### src/hw/rtl/spi_memory_command_sequencer_assert.svh
// assertion macros for the serial memory command sequencer
`ifndef SPI_MEMORY_COMMAND_SEQUENCER_ASSERT_SVH
`define SPI_MEMORY_COMMAND_SEQUENCER_ASSERT_SVH

// same-cycle implication under reset
`define SMCS_ASSERT_NOW(lbl, clk, rst_n, ante, cons) \
    lbl: assert property (@(posedge clk) disable iff (!rst_n) (ante) |-> (cons)) \
        else $error("smcs same-cycle check failed");

// next-cycle implication under reset
`define SMCS_ASSERT_NEXT(lbl, clk, rst_n, ante, cons) \
    lbl: assert property (@(posedge clk) disable iff (!rst_n) (ante) |=> (cons)) \
        else $error("smcs next-cycle check failed");

`endif

### src/hw/rtl/smcs_pkg.sv
// shared types, codes and tables for the serial memory command sequencer
package smcs_pkg;

    localparam int QUEUE_DEPTH = 4;
    localparam int CNT_W       = 17;

    localparam logic [1:0] REQ_START = 2'd0;
    localparam logic [1:0] REQ_TX    = 2'd1;
    localparam logic [1:0] REQ_RX    = 2'd2;
    localparam logic [1:0] REQ_NONE  = 2'd3;

    localparam logic [2:0] KIND_RAM_WRITE   = 3'd0;
    localparam logic [2:0] KIND_FLASH_WRITE = 3'd1;
    localparam logic [2:0] KIND_RAM_READ    = 3'd2;
    localparam logic [2:0] KIND_FLASH_READ  = 3'd3;
    localparam logic [2:0] KIND_UNPROTECT   = 3'd4;
    localparam logic [2:0] KIND_WREN        = 3'd5;
    localparam logic [2:0] KIND_WRSR0       = 3'd6;
    localparam logic [2:0] KIND_RDSR        = 3'd7;

    localparam logic [7:0] OP_WREN        = 8'h06;
    localparam logic [7:0] OP_RDSR        = 8'h05;
    localparam logic [7:0] OP_WRSR        = 8'h01;
    localparam logic [7:0] OP_READ        = 8'h03;
    localparam logic [7:0] OP_RAM_WRITE   = 8'h02;
    localparam logic [7:0] OP_FLASH_WRITE = 8'h0A;
    localparam logic [7:0] STATUS_ZERO    = 8'h00;

    localparam logic [1:0] PH_IDLE   = 2'd0;
    localparam logic [1:0] PH_HEADER = 2'd1;
    localparam logic [1:0] PH_DATA   = 2'd2;
    localparam logic [1:0] PH_DONE   = 2'd3;

    typedef struct packed {
        logic [1:0]  req_type;
        logic [2:0]  command;
        logic [23:0] mem_address;
        logic [15:0] byte_count;
        logic [7:0]  data_byte;
    } req_word_t;

    typedef struct packed {
        logic        out_kind;
        logic [7:0]  out_byte;
        logic        last_of_stream;
        logic        select_active;
        logic        tx_done;
        logic        rx_done;
    } rsp_word_t;

    typedef struct packed {
        logic [1:0]       op;
        logic [2:0]       kind;
        logic [23:0]      addr;
        logic [2:0]       hdr;
        logic [CNT_W-1:0] total;
        logic [7:0]       data;
    } entry_t;

    function automatic logic [2:0] kind_header_len(input logic [2:0] kind);
        logic [2:0] n;
        begin
            case (kind)
                KIND_RAM_WRITE:   n = 3'd3;
                KIND_FLASH_WRITE: n = 3'd4;
                KIND_RAM_READ:    n = 3'd3;
                KIND_FLASH_READ:  n = 3'd4;
                KIND_UNPROTECT:   n = 3'd3;
                KIND_WREN:        n = 3'd1;
                KIND_WRSR0:       n = 3'd2;
                default:          n = 3'd1;
            endcase
            return n;
        end
    endfunction

    function automatic logic [7:0] kind_opcode(input logic [2:0] kind);
        logic [7:0] op;
        begin
            case (kind)
                KIND_RAM_WRITE:   op = OP_RAM_WRITE;
                KIND_FLASH_WRITE: op = OP_FLASH_WRITE;
                KIND_RAM_READ:    op = OP_READ;
                KIND_FLASH_READ:  op = OP_READ;
                KIND_UNPROTECT:   op = OP_WREN;
                KIND_WREN:        op = OP_WREN;
                KIND_WRSR0:       op = OP_WRSR;
                default:          op = OP_RDSR;
            endcase
            return op;
        end
    endfunction

    function automatic logic [7:0] header_byte(input logic [2:0] kind, input logic [1:0] idx,
                                               input logic [23:0] addr);
        logic [7:0] b;
        begin
            b = STATUS_ZERO;
            if (idx == 2'd0)
            begin
                b = kind_opcode(kind);
            end
            else
            begin
                case (kind)
                    KIND_RAM_WRITE, KIND_RAM_READ:
                        b = (idx == 2'd1) ? addr[15:8] : addr[7:0];
                    KIND_FLASH_WRITE, KIND_FLASH_READ:
                        b = (idx == 2'd1) ? addr[23:16] :
                            (idx == 2'd2) ? addr[15:8] : addr[7:0];
                    KIND_UNPROTECT:
                        b = (idx == 2'd1) ? OP_WRSR : STATUS_ZERO;
                    default:
                        b = STATUS_ZERO;
                endcase
            end
            return b;
        end
    endfunction

    function automatic logic kind_writes(input logic [2:0] kind);
        return kind inside {KIND_RAM_WRITE, KIND_FLASH_WRITE};
    endfunction

    function automatic logic kind_reads(input logic [2:0] kind);
        return kind inside {KIND_RAM_READ, KIND_FLASH_READ, KIND_RDSR};
    endfunction

endpackage

### src/hw/rtl/smcs_front.sv
// front end: accepts request words, drops unused codes, precomputes frame lengths
module smcs_front
    import smcs_pkg::*;
(
    input  logic      req_valid,
    output logic      req_stall,
    input  req_word_t req_word,
    input  logic      q_full,
    output logic      push,
    output entry_t    push_entry
);

    logic [15:0] data_len;
    logic [2:0]  hdr;

    always_comb
    begin
        hdr = kind_header_len(req_word.command);
        if (req_word.command inside {KIND_RAM_WRITE, KIND_FLASH_WRITE,
                                     KIND_RAM_READ, KIND_FLASH_READ})
        begin
            data_len = req_word.byte_count;
        end
        else if (req_word.command == KIND_RDSR)
        begin
            data_len = 16'd1;
        end
        else
        begin
            data_len = 16'd0;
        end
    end

    assign req_stall = q_full;
    assign push      = req_valid && !q_full && (req_word.req_type != REQ_NONE);

    always_comb
    begin
        push_entry.op    = req_word.req_type;
        push_entry.kind  = req_word.command;
        push_entry.addr  = req_word.mem_address;
        push_entry.hdr   = hdr;
        push_entry.total = {1'b0, data_len} + {{(CNT_W-3){1'b0}}, hdr};
        push_entry.data  = req_word.data_byte;
    end

endmodule

### src/hw/rtl/smcs_queue.sv
// short fifo of classified words between front and back
module smcs_queue
    import smcs_pkg::*;
#(
    parameter int DEPTH = QUEUE_DEPTH
)
(
    input  logic   clk,
    input  logic   rst_n,
    input  logic   push,
    input  entry_t push_entry,
    input  logic   pop,
    output logic   q_valid,
    output logic   q_full,
    output entry_t q_entry
);

    localparam int PTR_W = (DEPTH > 1) ? $clog2(DEPTH) : 1;
    localparam int CNT_W_Q = $clog2(DEPTH + 1);

    entry_t             store [DEPTH];
    logic [PTR_W-1:0]   wr_ptr_reg, wr_ptr_next;
    logic [PTR_W-1:0]   rd_ptr_reg, rd_ptr_next;
    logic [CNT_W_Q-1:0] count_reg, count_next;

    assign q_valid = (count_reg != '0);
    assign q_full  = (count_reg == CNT_W_Q'(DEPTH));
    assign q_entry = store[rd_ptr_reg];

    always_comb
    begin
        wr_ptr_next = wr_ptr_reg;
        rd_ptr_next = rd_ptr_reg;
        count_next  = count_reg;
        if (push)
        begin
            wr_ptr_next = (wr_ptr_reg == PTR_W'(DEPTH - 1)) ? '0 : wr_ptr_reg + 1'b1;
        end
        if (pop)
        begin
            rd_ptr_next = (rd_ptr_reg == PTR_W'(DEPTH - 1)) ? '0 : rd_ptr_reg + 1'b1;
        end
        if (push && !pop)
        begin
            count_next = count_reg + 1'b1;
        end
        else if (pop && !push)
        begin
            count_next = count_reg - 1'b1;
        end
    end

    always_ff @(posedge clk or negedge rst_n)
    begin
        if (!rst_n)
        begin
            wr_ptr_reg <= '0;
            rd_ptr_reg <= '0;
            count_reg  <= '0;
        end
        else
        begin
            wr_ptr_reg <= wr_ptr_next;
            rd_ptr_reg <= rd_ptr_next;
            count_reg  <= count_next;
        end
    end

    always_ff @(posedge clk)
    begin
        if (push)
        begin
            store[wr_ptr_reg] <= push_entry;
        end
    end

endmodule

### src/hw/rtl/smcs_back.sv
// back end: transaction state, byte framing and the output register
module smcs_back
    import smcs_pkg::*;
(
    input  logic      clk,
    input  logic      rst_n,
    input  logic      q_valid,
    input  entry_t    q_entry,
    output logic      pop,
    output logic      rsp_valid,
    input  logic      rsp_stall,
    output rsp_word_t rsp_word
);

    logic [2:0]       kind_reg, kind_next;
    logic [23:0]      addr_reg, addr_next;
    logic [2:0]       hdr_reg, hdr_next;
    logic [CNT_W-1:0] total_reg, total_next;
    logic [1:0]       tx_phase_reg, tx_phase_next;
    logic [1:0]       rx_phase_reg, rx_phase_next;
    logic [CNT_W-1:0] tx_cnt_reg, tx_cnt_next;
    logic [CNT_W-1:0] rx_cnt_reg, rx_cnt_next;
    logic             select_reg, select_next;
    logic             tx_done_reg, tx_done_next;
    logic             rx_done_reg, rx_done_next;
    logic             out_valid_reg, out_valid_next;
    rsp_word_t        out_word_reg, out_word_next;

    logic             has_result;
    logic [CNT_W-1:0] hdr_ext;
    logic [CNT_W-1:0] tx_inc;
    logic [CNT_W-1:0] rx_inc;
    logic             tx_active;
    logic             rx_active;

    assign pop       = q_valid && (!out_valid_reg || !rsp_stall);
    assign rsp_valid = out_valid_reg;
    assign rsp_word  = out_word_reg;

    assign hdr_ext   = {{(CNT_W-3){1'b0}}, hdr_reg};
    assign tx_inc    = tx_cnt_reg + 1'b1;
    assign rx_inc    = rx_cnt_reg + 1'b1;
    assign tx_active = (tx_phase_reg == PH_HEADER) || (tx_phase_reg == PH_DATA);
    assign rx_active = (rx_phase_reg == PH_HEADER) || (rx_phase_reg == PH_DATA);

    always_comb
    begin
        kind_next     = kind_reg;
        addr_next     = addr_reg;
        hdr_next      = hdr_reg;
        total_next    = total_reg;
        tx_phase_next = tx_phase_reg;
        rx_phase_next = rx_phase_reg;
        tx_cnt_next   = tx_cnt_reg;
        rx_cnt_next   = rx_cnt_reg;
        select_next   = select_reg;
        tx_done_next  = tx_done_reg;
        rx_done_next  = rx_done_reg;
        has_result    = 1'b0;
        out_word_next = out_word_reg;

        if (pop)
        begin
            case (q_entry.op)
                REQ_START:
                begin
                    kind_next     = q_entry.kind;
                    addr_next     = q_entry.addr;
                    hdr_next      = q_entry.hdr;
                    total_next    = q_entry.total;
                    tx_phase_next = PH_HEADER;
                    rx_phase_next = PH_HEADER;
                    tx_cnt_next   = '0;
                    rx_cnt_next   = '0;
                    select_next   = 1'b1;
                    tx_done_next  = 1'b0;
                    rx_done_next  = 1'b0;
                end
                REQ_TX:
                begin
                    if (tx_active)
                    begin
                        has_result                   = 1'b1;
                        out_word_next.out_kind       = 1'b0;
                        out_word_next.last_of_stream = 1'b0;
                        if (tx_cnt_reg < hdr_ext)
                        begin
                            out_word_next.out_byte = header_byte(kind_reg, tx_cnt_reg[1:0],
                                                                 addr_reg);
                        end
                        else
                        begin
                            out_word_next.out_byte = kind_writes(kind_reg) ? q_entry.data
                                                                           : STATUS_ZERO;
                        end
                        tx_cnt_next = tx_inc;
                        if (tx_inc >= total_reg)
                        begin
                            tx_phase_next                = PH_DONE;
                            tx_done_next                 = 1'b1;
                            out_word_next.last_of_stream = 1'b1;
                        end
                        else if (tx_inc >= hdr_ext)
                        begin
                            tx_phase_next = PH_DATA;
                        end
                    end
                end
                REQ_RX:
                begin
                    if (rx_active)
                    begin
                        has_result                   = kind_reads(kind_reg) &&
                                                       (rx_cnt_reg >= hdr_ext);
                        out_word_next.out_kind       = 1'b1;
                        out_word_next.out_byte       = q_entry.data;
                        out_word_next.last_of_stream = 1'b0;
                        rx_cnt_next                  = rx_inc;
                        if (rx_inc >= total_reg)
                        begin
                            rx_phase_next                = PH_DONE;
                            rx_done_next                 = 1'b1;
                            select_next                  = 1'b0;
                            out_word_next.last_of_stream = 1'b1;
                        end
                        else if (rx_inc >= hdr_ext)
                        begin
                            rx_phase_next = PH_DATA;
                        end
                    end
                end
                default:
                begin
                    has_result = 1'b0;
                end
            endcase
        end

        out_word_next.select_active = select_next;
        out_word_next.tx_done       = tx_done_next;
        out_word_next.rx_done       = rx_done_next;

        if (pop)
        begin
            out_valid_next = has_result;
        end
        else
        begin
            out_valid_next = out_valid_reg && rsp_stall;
        end
    end

    always_ff @(posedge clk or negedge rst_n)
    begin
        if (!rst_n)
        begin
            kind_reg      <= KIND_RAM_WRITE;
            addr_reg      <= '0;
            hdr_reg       <= '0;
            total_reg     <= '0;
            tx_phase_reg  <= PH_IDLE;
            rx_phase_reg  <= PH_IDLE;
            tx_cnt_reg    <= '0;
            rx_cnt_reg    <= '0;
            select_reg    <= 1'b0;
            tx_done_reg   <= 1'b0;
            rx_done_reg   <= 1'b0;
            out_valid_reg <= 1'b0;
        end
        else
        begin
            kind_reg      <= kind_next;
            addr_reg      <= addr_next;
            hdr_reg       <= hdr_next;
            total_reg     <= total_next;
            tx_phase_reg  <= tx_phase_next;
            rx_phase_reg  <= rx_phase_next;
            tx_cnt_reg    <= tx_cnt_next;
            rx_cnt_reg    <= rx_cnt_next;
            select_reg    <= select_next;
            tx_done_reg   <= tx_done_next;
            rx_done_reg   <= rx_done_next;
            out_valid_reg <= out_valid_next;
        end
    end

    always_ff @(posedge clk)
    begin
        if (pop && has_result)
        begin
            out_word_reg <= out_word_next;
        end
    end

endmodule

### src/hw/rtl/spi_memory_command_sequencer.sv
// top level of the serial memory command sequencer
// Takes one request word per cycle while req_stall is low and gives at most one
// response word per request. A request passes the front end straight into a
// QUEUE_DEPTH-entry fifo; the back end takes one fifo entry per cycle, unless a held
// response stalls it, into the frame state and then the response register. Sustained
// rate is one word per clock on both sides when neither stalls; the response register
// and the fifo let either side stall without stopping the other until the fifo fills.
`include "spi_memory_command_sequencer_assert.svh"

module spi_memory_command_sequencer
    import smcs_pkg::*;
#(
    parameter int QUEUE_DEPTH_P = QUEUE_DEPTH
)
(
    input  logic      clk,
    input  logic      rst_n,
    input  logic      req_valid,
    output logic      req_stall,
    input  req_word_t req_word,
    output logic      rsp_valid,
    input  logic      rsp_stall,
    output rsp_word_t rsp_word
);

    logic   q_full;
    logic   q_valid;
    logic   push;
    logic   pop;
    entry_t push_entry;
    entry_t q_entry;

    smcs_front u_front
    (
        .req_valid  (req_valid),
        .req_stall  (req_stall),
        .req_word   (req_word),
        .q_full     (q_full),
        .push       (push),
        .push_entry (push_entry)
    );

    smcs_queue #(
        .DEPTH (QUEUE_DEPTH_P)
    ) u_queue
    (
        .clk        (clk),
        .rst_n      (rst_n),
        .push       (push),
        .push_entry (push_entry),
        .pop        (pop),
        .q_valid    (q_valid),
        .q_full     (q_full),
        .q_entry    (q_entry)
    );

    smcs_back u_back
    (
        .clk       (clk),
        .rst_n     (rst_n),
        .q_valid   (q_valid),
        .q_entry   (q_entry),
        .pop       (pop),
        .rsp_valid (rsp_valid),
        .rsp_stall (rsp_stall),
        .rsp_word  (rsp_word)
    );

    // chip select is down once the receive side has finished
    `SMCS_ASSERT_NOW(a_rx_done_deselects, clk, rst_n,
        rsp_valid && rsp_word.rx_done, !rsp_word.select_active)

    // the last transmit byte reports transmit done
    `SMCS_ASSERT_NOW(a_tx_last_done, clk, rst_n,
        rsp_valid && !rsp_word.out_kind && rsp_word.last_of_stream, rsp_word.tx_done)

    // an accepted working request is held in the fifo on the next cycle
    `SMCS_ASSERT_NEXT(a_push_lands, clk, rst_n,
        req_valid && !req_stall && (req_word.req_type != REQ_NONE), q_valid)

endmodule

### config.mk
export PLATFORM = sky130hd
export DESIGN_NAME = spi_memory_command_sequencer
export DESIGN_NICKNAME = d
export VERILOG_FILES = /design/src/hw/rtl/smcs_pkg.sv /design/src/hw/rtl/smcs_front.sv /design/src/hw/rtl/smcs_queue.sv /design/src/hw/rtl/smcs_back.sv /design/src/hw/rtl/spi_memory_command_sequencer.sv
export VERILOG_INCLUDE_DIRS = /design/src /design/src/hw/rtl
export SDC_FILE = /design/constraint.sdc
export NUM_CORES = 1
export LEC_CHECK = 0
export BUFFER_PORTS_ARGS = -buffer_cell sky130_fd_sc_hd__buf_2
export CAP_MARGIN = 20
export CELL_PAD_IN_SITES_DETAIL_PLACEMENT = 0
export CELL_PAD_IN_SITES_GLOBAL_PLACEMENT = 2
export CORE_MARGIN = 2
export CORE_UTILIZATION = 45
export CTS_CLUSTER_DIAMETER = 80
export DETAILED_ROUTE_END_ITERATION = 10
export GPL_TIMING_DRIVEN = 0
export PLACE_DENSITY_LB_ADDON = 0.1
export SYNTH_ARGS = -nofsm -noshare
export SYNTH_HDL_FRONTEND = slang
export SYNTH_HIERARCHICAL = 1
export SYNTH_SLANG_ARGS = --single-unit
### constraint.sdc
create_clock -name clk -period 4.3 [get_ports clk]
set_input_delay 0 -clock clk [delete_from_list [all_inputs] [get_ports clk]]
set_output_delay 0 -clock clk [all_outputs]
set_load 0.01 [all_outputs]
== Word-level counts from Yosys, hierarchy flattened ==
Memory sizes are Yosys's and may differ from the RTL's.
Index checks and enable logic that the tools add are counted.

* Input bits: 57
* RAM bits: 228
* Output and inout bits: 15
* Register bits after elaboration: 109
* Memories kept: 1

{| class="wikitable"
|+ Memory list
! name !! depth !! width !! read ports !! clocked after memory_dff !! write ports !! line !! text
|-
| u_queue.store || 4 || 57 || 1 || 0 || 1 || smcs_queue.sv:21 || <nowiki>entry_t store [DEPTH];</nowiki>
|}

* Multiplexer cells: 52
* Reductions and logical operators: 40
* $lt $le $gt $ge: 6
* Eq/ne operators: 29
* $add $sub $neg: 7

{| class="wikitable"
|+ Operators by type and width
! cell !! number
|-
| 17-bit case mux with 2 select lines || 2
|-
| 17-bit by 3-bit >= comparator with 1-bit output || 3
|-
| 8-bit 2-to-1 mux || 6
|-
| 17-bit by 1-bit adder with 17-bit output (second input constant) || 2
|-
| 17-bit >= comparator || 2
|-
| 17-bit 2-to-1 mux || 2
|-
| 3-bit equality test (second input constant) || 8
|-
| 8-bit case mux with 3 select lines || 1
|-
| 10-bit 2-to-1 mux || 2
|-
| 10-bit case mux with 2 select lines || 1
|-
| 4-bit case mux with 5 select lines || 1
|-
| 1-bit 2-to-1 mux || 19
|-
| 16-bit by 3-bit adder with 17-bit output || 1
|-
| 17-bit by 3-bit < comparator with 1-bit output || 1
|-
| 16-bit 2-to-1 mux || 1
|-
| 2-bit 2-to-1 mux || 8
|-
| 2-bit equality test (second input constant) || 6
|-
| 3-bit by 2-bit equality test with 1-bit output (second input constant) || 4
|-
| 2-bit nonzero test || 5
|-
| 2-bit OR reduction || 5
|-
| 3-bit case mux with 3 select lines || 1
|-
| 2-bit by 1-bit equality test with 1-bit output (second input constant) || 4
|-
| 1-bit logical AND || 8
|-
| 1-bit case mux with 2 select lines || 4
|-
| 20 further kinds || 37
|}

== Depth between registers and ports, before layout ==
* Depth in word-level cells: 8
* Mapped depth: 14
* Depth with buffers taken out: 13

== Hierarchy ==
Netlist, hierarchy kept.

{| class="wikitable"
|+ By module, submodules not included
! module !! area each (µm²) !! cells an instance !! seq. area each (µm²) !! instances
|-
| smcs_queue || 8650.8 || 335 || 7021.7 || 1
|-
| smcs_back || 6567.5 || 670 || 2617.5 || 1
|-
| smcs_front || 795.8 || 113 || 0.0 || 1
|}

== Least setup slack after synthesis ==
OpenSTA, ideal clock, no wires.

* Path kind: flip-flop to flip-flop
* Start: register u_back.rx_cnt_reg[0]
* End: register u_back.rx_phase_reg[1]
* Stages on the path, launching flop included: 14
* Arrival: 2940 ps
* Setup slack: 1236 ps
* Path through: dfrtp_1 > ha_1 > buf_2 > and3_1 > buf_2 > nand3_1 > nor2_1 > xor2_1 > ha_1 > a21o_1 > a21o_1 > a2111oi_0 > a21oi_1 > o31a_1

* Longest elaborated chain between the ends: 5

{| class="wikitable"
|+ Ends and longest elaborated chain
! element !! line !! text
|-
| start: declaration || smcs_back.sv:22 || <nowiki>logic [CNT_W-1:0] rx_cnt_reg, rx_cnt_next;</nowiki>
|-
| start signal: assignment || smcs_back.sv:179 || <nowiki>rx_cnt_reg <= rx_cnt_next;</nowiki>
|-
| 17-bit by 1-bit adder with 17-bit output * || smcs_back.sv:42 || <nowiki>assign rx_inc = rx_cnt_reg + 1'b1;</nowiki>
|-
| 17-bit >= comparator || smcs_back.sv:119 || <nowiki>if (rx_inc >= total_reg)</nowiki>
|-
| 2-bit 2-to-1 mux || smcs_back.sv:119 ||
|-
| 2-bit 2-to-1 mux || smcs_back.sv:111 || <nowiki>if (rx_active)</nowiki>
|-
| 2-bit case mux with 2 select lines || smcs_back.sv:64 || <nowiki>case (q_entry.op)</nowiki>
|-
| end signal: assignment || smcs_back.sv:177 || <nowiki>rx_phase_reg <= rx_phase_next;</nowiki>
|-
| end: declaration || smcs_back.sv:20 || <nowiki>logic [1:0] rx_phase_reg, rx_phase_next;</nowiki>
|}

Mark *: on every way between the ends. The rest lies on a longest branch, timed or not. The select of a mux whose other input is x is not followed.
A chain may end at the register's enable or synchronous reset.

==> flow_metrics.env <==
export IMPL_gr_total_overflow=0
export IMPL_start_util_pct=45.4
export IMPL_arrival_ps=4200
export IMPL_crit_path_max_fanout=10
export IMPL_leakage_nw=7.27
export IMPL_post_cts_resize_count=0
export IMPL_maxSlewViolCount=0
export IMPL_min_path_type="in -> reg"
export IMPL_pwr_density_cell_nw_per_um2=638
export IMPL_initialDrtViolationCount=504
export IMPL_hp_start="req_word[8]"
export IMPL_fin_total_pwr_mw=11.9
export IMPL_min_delay_path_depth=4
export IMPL_path_class="reg -> reg"
export IMPL_period_share_pct=94.1
export IMPL_synthDominantCellAreaShare_pct=45.2
export IMPL_ant_nets=0
export IMPL_cts_root_buffer="clkbuf_16"
export IMPL_worst_pin_slew_ps=1080
export IMPL_hold_viol_final=0
export IMPL_synthFlopType="edfxtp_1"
export IMPL_irDropWorstVdd_uv=370
export IMPL_synth_seq_cells=337
export IMPL_dieWidth_um=193
export IMPL_place_gp_congestion=0.821
export IMPL_setup_violations_final=0
export IMPL_min_period_ps=4050
export IMPL_maxCapViolCount=0
export IMPL_layout_nets=1376
export IMPL_cp_end_kind="flip-flop"
export IMPL_cts_buffers_inserted=39
export IMPL_grt_max_degree=56
export IMPL_drive_above_1_share_pct=24.3
export IMPL_cts_sinks=337
export IMPL_syn_num_nets=1240
export IMPL_yosys_warnings=6
export IMPL_pin_count=72
export IMPL_mostFrequentLayoutCells="241 x edfxtp_1, 96 x dfrtp_1, 64 x nand2_1"
export IMPL_syn_cell_area_um2=16000
export IMPL_cp_start_kind="flip-flop"
export IMPL_ys_types=78
export IMPL_drc=0
export IMPL_dp_hpwl_mm=25.1
export IMPL_hold_path_end="u_queue/store[2][8]$_DFFE_PP_"
export IMPL_r2r_start="u_queue/rd_ptr_reg[1]$_DFFE_PN0P_"
export IMPL_dr_pass1_iters=5
export IMPL_finalHoldWorstSlack_ps=44.8
export IMPL_syn2layout_area_growth_pct=16.7
export IMPL_clock_skew_ps=13.6
export IMPL_synth_async_reset_ratio_pct=28.5
export IMPL_portBuffers=39
export IMPL_grt_pass1_vias=9397
export IMPL_grt_pass1_wl_mm=56.3
export IMPL_outcome="completed"
export IMPL_wire_per_inst_um=20.6
export IMPL_r2r_cells=9
export IMPL_htreeDepth=2
export IMPL_die_h_um=193
export IMPL_post_synth_main_area_contributors="edfxtp_1 45%, dfrtp_1 15%, mux4_2 8.0%, ha_1 4.9%, mux2_2 3.9%"
export IMPL_largest_reg_flops=228
export IMPL_r2r_end="u_back/rsp_word[6]$_DFFE_PP_"
export IMPL_grt_usage_pct=20.2
export IMPL_final_common_cell="edfxtp_1"
export IMPL_antenna_found_initial=0
export IMPL_max_freq_mhz=247
export IMPL_avgSynthCellArea_um2=14.3
export IMPL_dieArea_um2=37100
export IMPL_fp_row_count=69
export IMPL_cts_tree="done"
export IMPL_vias_per_cell=5.43
export IMPL_fillers=2975
export IMPL_via_count=9480
export IMPL_coreArea_um2=35300
export IMPL_wl_mm=36.0
export IMPL_reg2reg_slack_ps=250
export IMPL_seq_area_frac_synth_pct=60.2
export IMPL_worstPathRequired_ps=4450
export IMPL_synth_edf_count=241
export IMPL_rsz0062_at_grt="no"
export IMPL_synthCells=1118
export IMPL_maxSlewHeadroom_pct=27.9
export IMPL_clk_pin_slew_ps=60
export IMPL_diodes=0
export IMPL_cts_max_path_buffers=3
export IMPL_insertion_delay_ps=540
export IMPL_synth_top_cell_by_area="edfxtp_1"
-- what timing repair did --
action | 4_1_cts | 5_1_grt
setup endpoints to repair | 0 | 0
hold buffers | 50 | 0
buffers inserted | 0 | 0
endpoints found under the hold margin | 256 | 0
-- cell families (layout without fill, tap and decap cells) --
group                    after synthesis  in the layout  share of synthesized area, %
AO/OA/AOI/OAI                        166            166                          6.68
XOR/XNOR                              51             51                          2.79
adder cells (fa/ha/maj)               65             65                          5.17
buffers and inverters                137            303                          5.02
flip-flops                           337            337                          60.2
multiplexers                         115            115                          12.1
AND/OR/NAND/NOR                      247            247                          8.06
-- report_power, final --
part	internal [mW]	switching, mW
Combinational	1.82	2.30
Sequential	4.24	0.312
Clock	1.94	1.32
-- metal layers --
layer	wire (um)	track usage [%]	part of all wire, %	vias up
met4	641	4.82	1.8	0
li1	-	-	-	4494
met3	1380	3.13	3.8	39
met1	18200	31.2	50	4765
met5	0	0	0	-
met2	15800	29.9	44	182
-- critical path, stage by stage (launching register included) --
cell,delay [ps]
dfrtp_1,430
buf_1,630
mux4_2,440
inv_1,100
ha_1,160
clkbuf_1,410
nand2_1,130
o31ai_1,270
nand3_1,210
nor2_1,870
-- Yosys cell counts, types with 4 or more instances --
cell	count
a211oi_1	7
a21o_1	7
a21oi_1	33
a22o_1	14
and2_1	5
and3_1	5
and4_1	6
buf_2	18
buf_4	51
buf_6	4
clkbuf_1	12
dfrtp_1	96
edfxtp_1	241
ha_1	63
inv_1	43
mux2_2	56
mux4_2	57
nand2_1	64
nand2b_1	4
nand3_1	24
nand4_1	16
nor2_1	52
nor2b_1	12
nor3_1	19
nor4_1	11
o21ai_0	55
o21ai_1	4
o22ai_1	5
o31ai_1	10
or3_1	6
xnor2_1	32
xor2_1	19
-- how the worst max path moves through the flow --
stage,startpoint,to,slack [ps],depth (start not counted)
2_1_floorplan,u_back/rx_cnt_reg[0]$_DFFE_PN0P_,u_back/rx_phase_reg[1]$_DFFE_PN0P_,1240,13
3_3_place_gp,u_queue/count_reg[2]$_DFFE_PN0P_,u_queue/store[3][16]$_DFFE_PP_,-70,3
3_5_place_dp,u_queue/rd_ptr_reg[1]$_DFFE_PN0P_,u_back/rsp_word[10]$_DFFE_PP_,250,9
4_1_cts,u_queue/rd_ptr_reg[1]$_DFFE_PN0P_,u_back/rsp_word[6]$_DFFE_PP_,230,9
5_1_grt,u_queue/rd_ptr_reg[1]$_DFFE_PN0P_,u_back/rsp_word[6]$_DFFE_PP_,10,9
6_report,u_queue/rd_ptr_reg[1]$_DFFE_PN0P_,u_back/rsp_word[6]$_DFFE_PP_,250,9
-- through the flow --
step	instances	util, %	TNS, ps	instance area, um2	setup slack, ps
3_3_place_gp	1618	47.5	-7230	16800	-74.2
2_1_floorplan	1118	-	0	16000	1240
3_5_place_dp	1624	47.9	0	16900	248
4_1_cts	1745	52.9	0	18700	235
5_1_grt	1745	52.9	0	18700	13.0
6_report	1745	52.9	0	18700	252
-- cell type report --
class | count | area [um2] | area share [%]
Tap cell | 461 | 577 | 3.09
Timing Repair Buffer | 95 | 821 | 4.39
Clock inverter | 20 | 199 | 1.06
Sequential cell | 337 | 9640 | 51.6
Multi-Input combinational cell | 644 | 5580 | 29.9
Buffer | 93 | 639 | 3.42
Inverter | 44 | 165 | 0.884
Clock buffer | 51 | 1060 | 5.69
No activity file was read; power rests on OpenSTA's default activity.
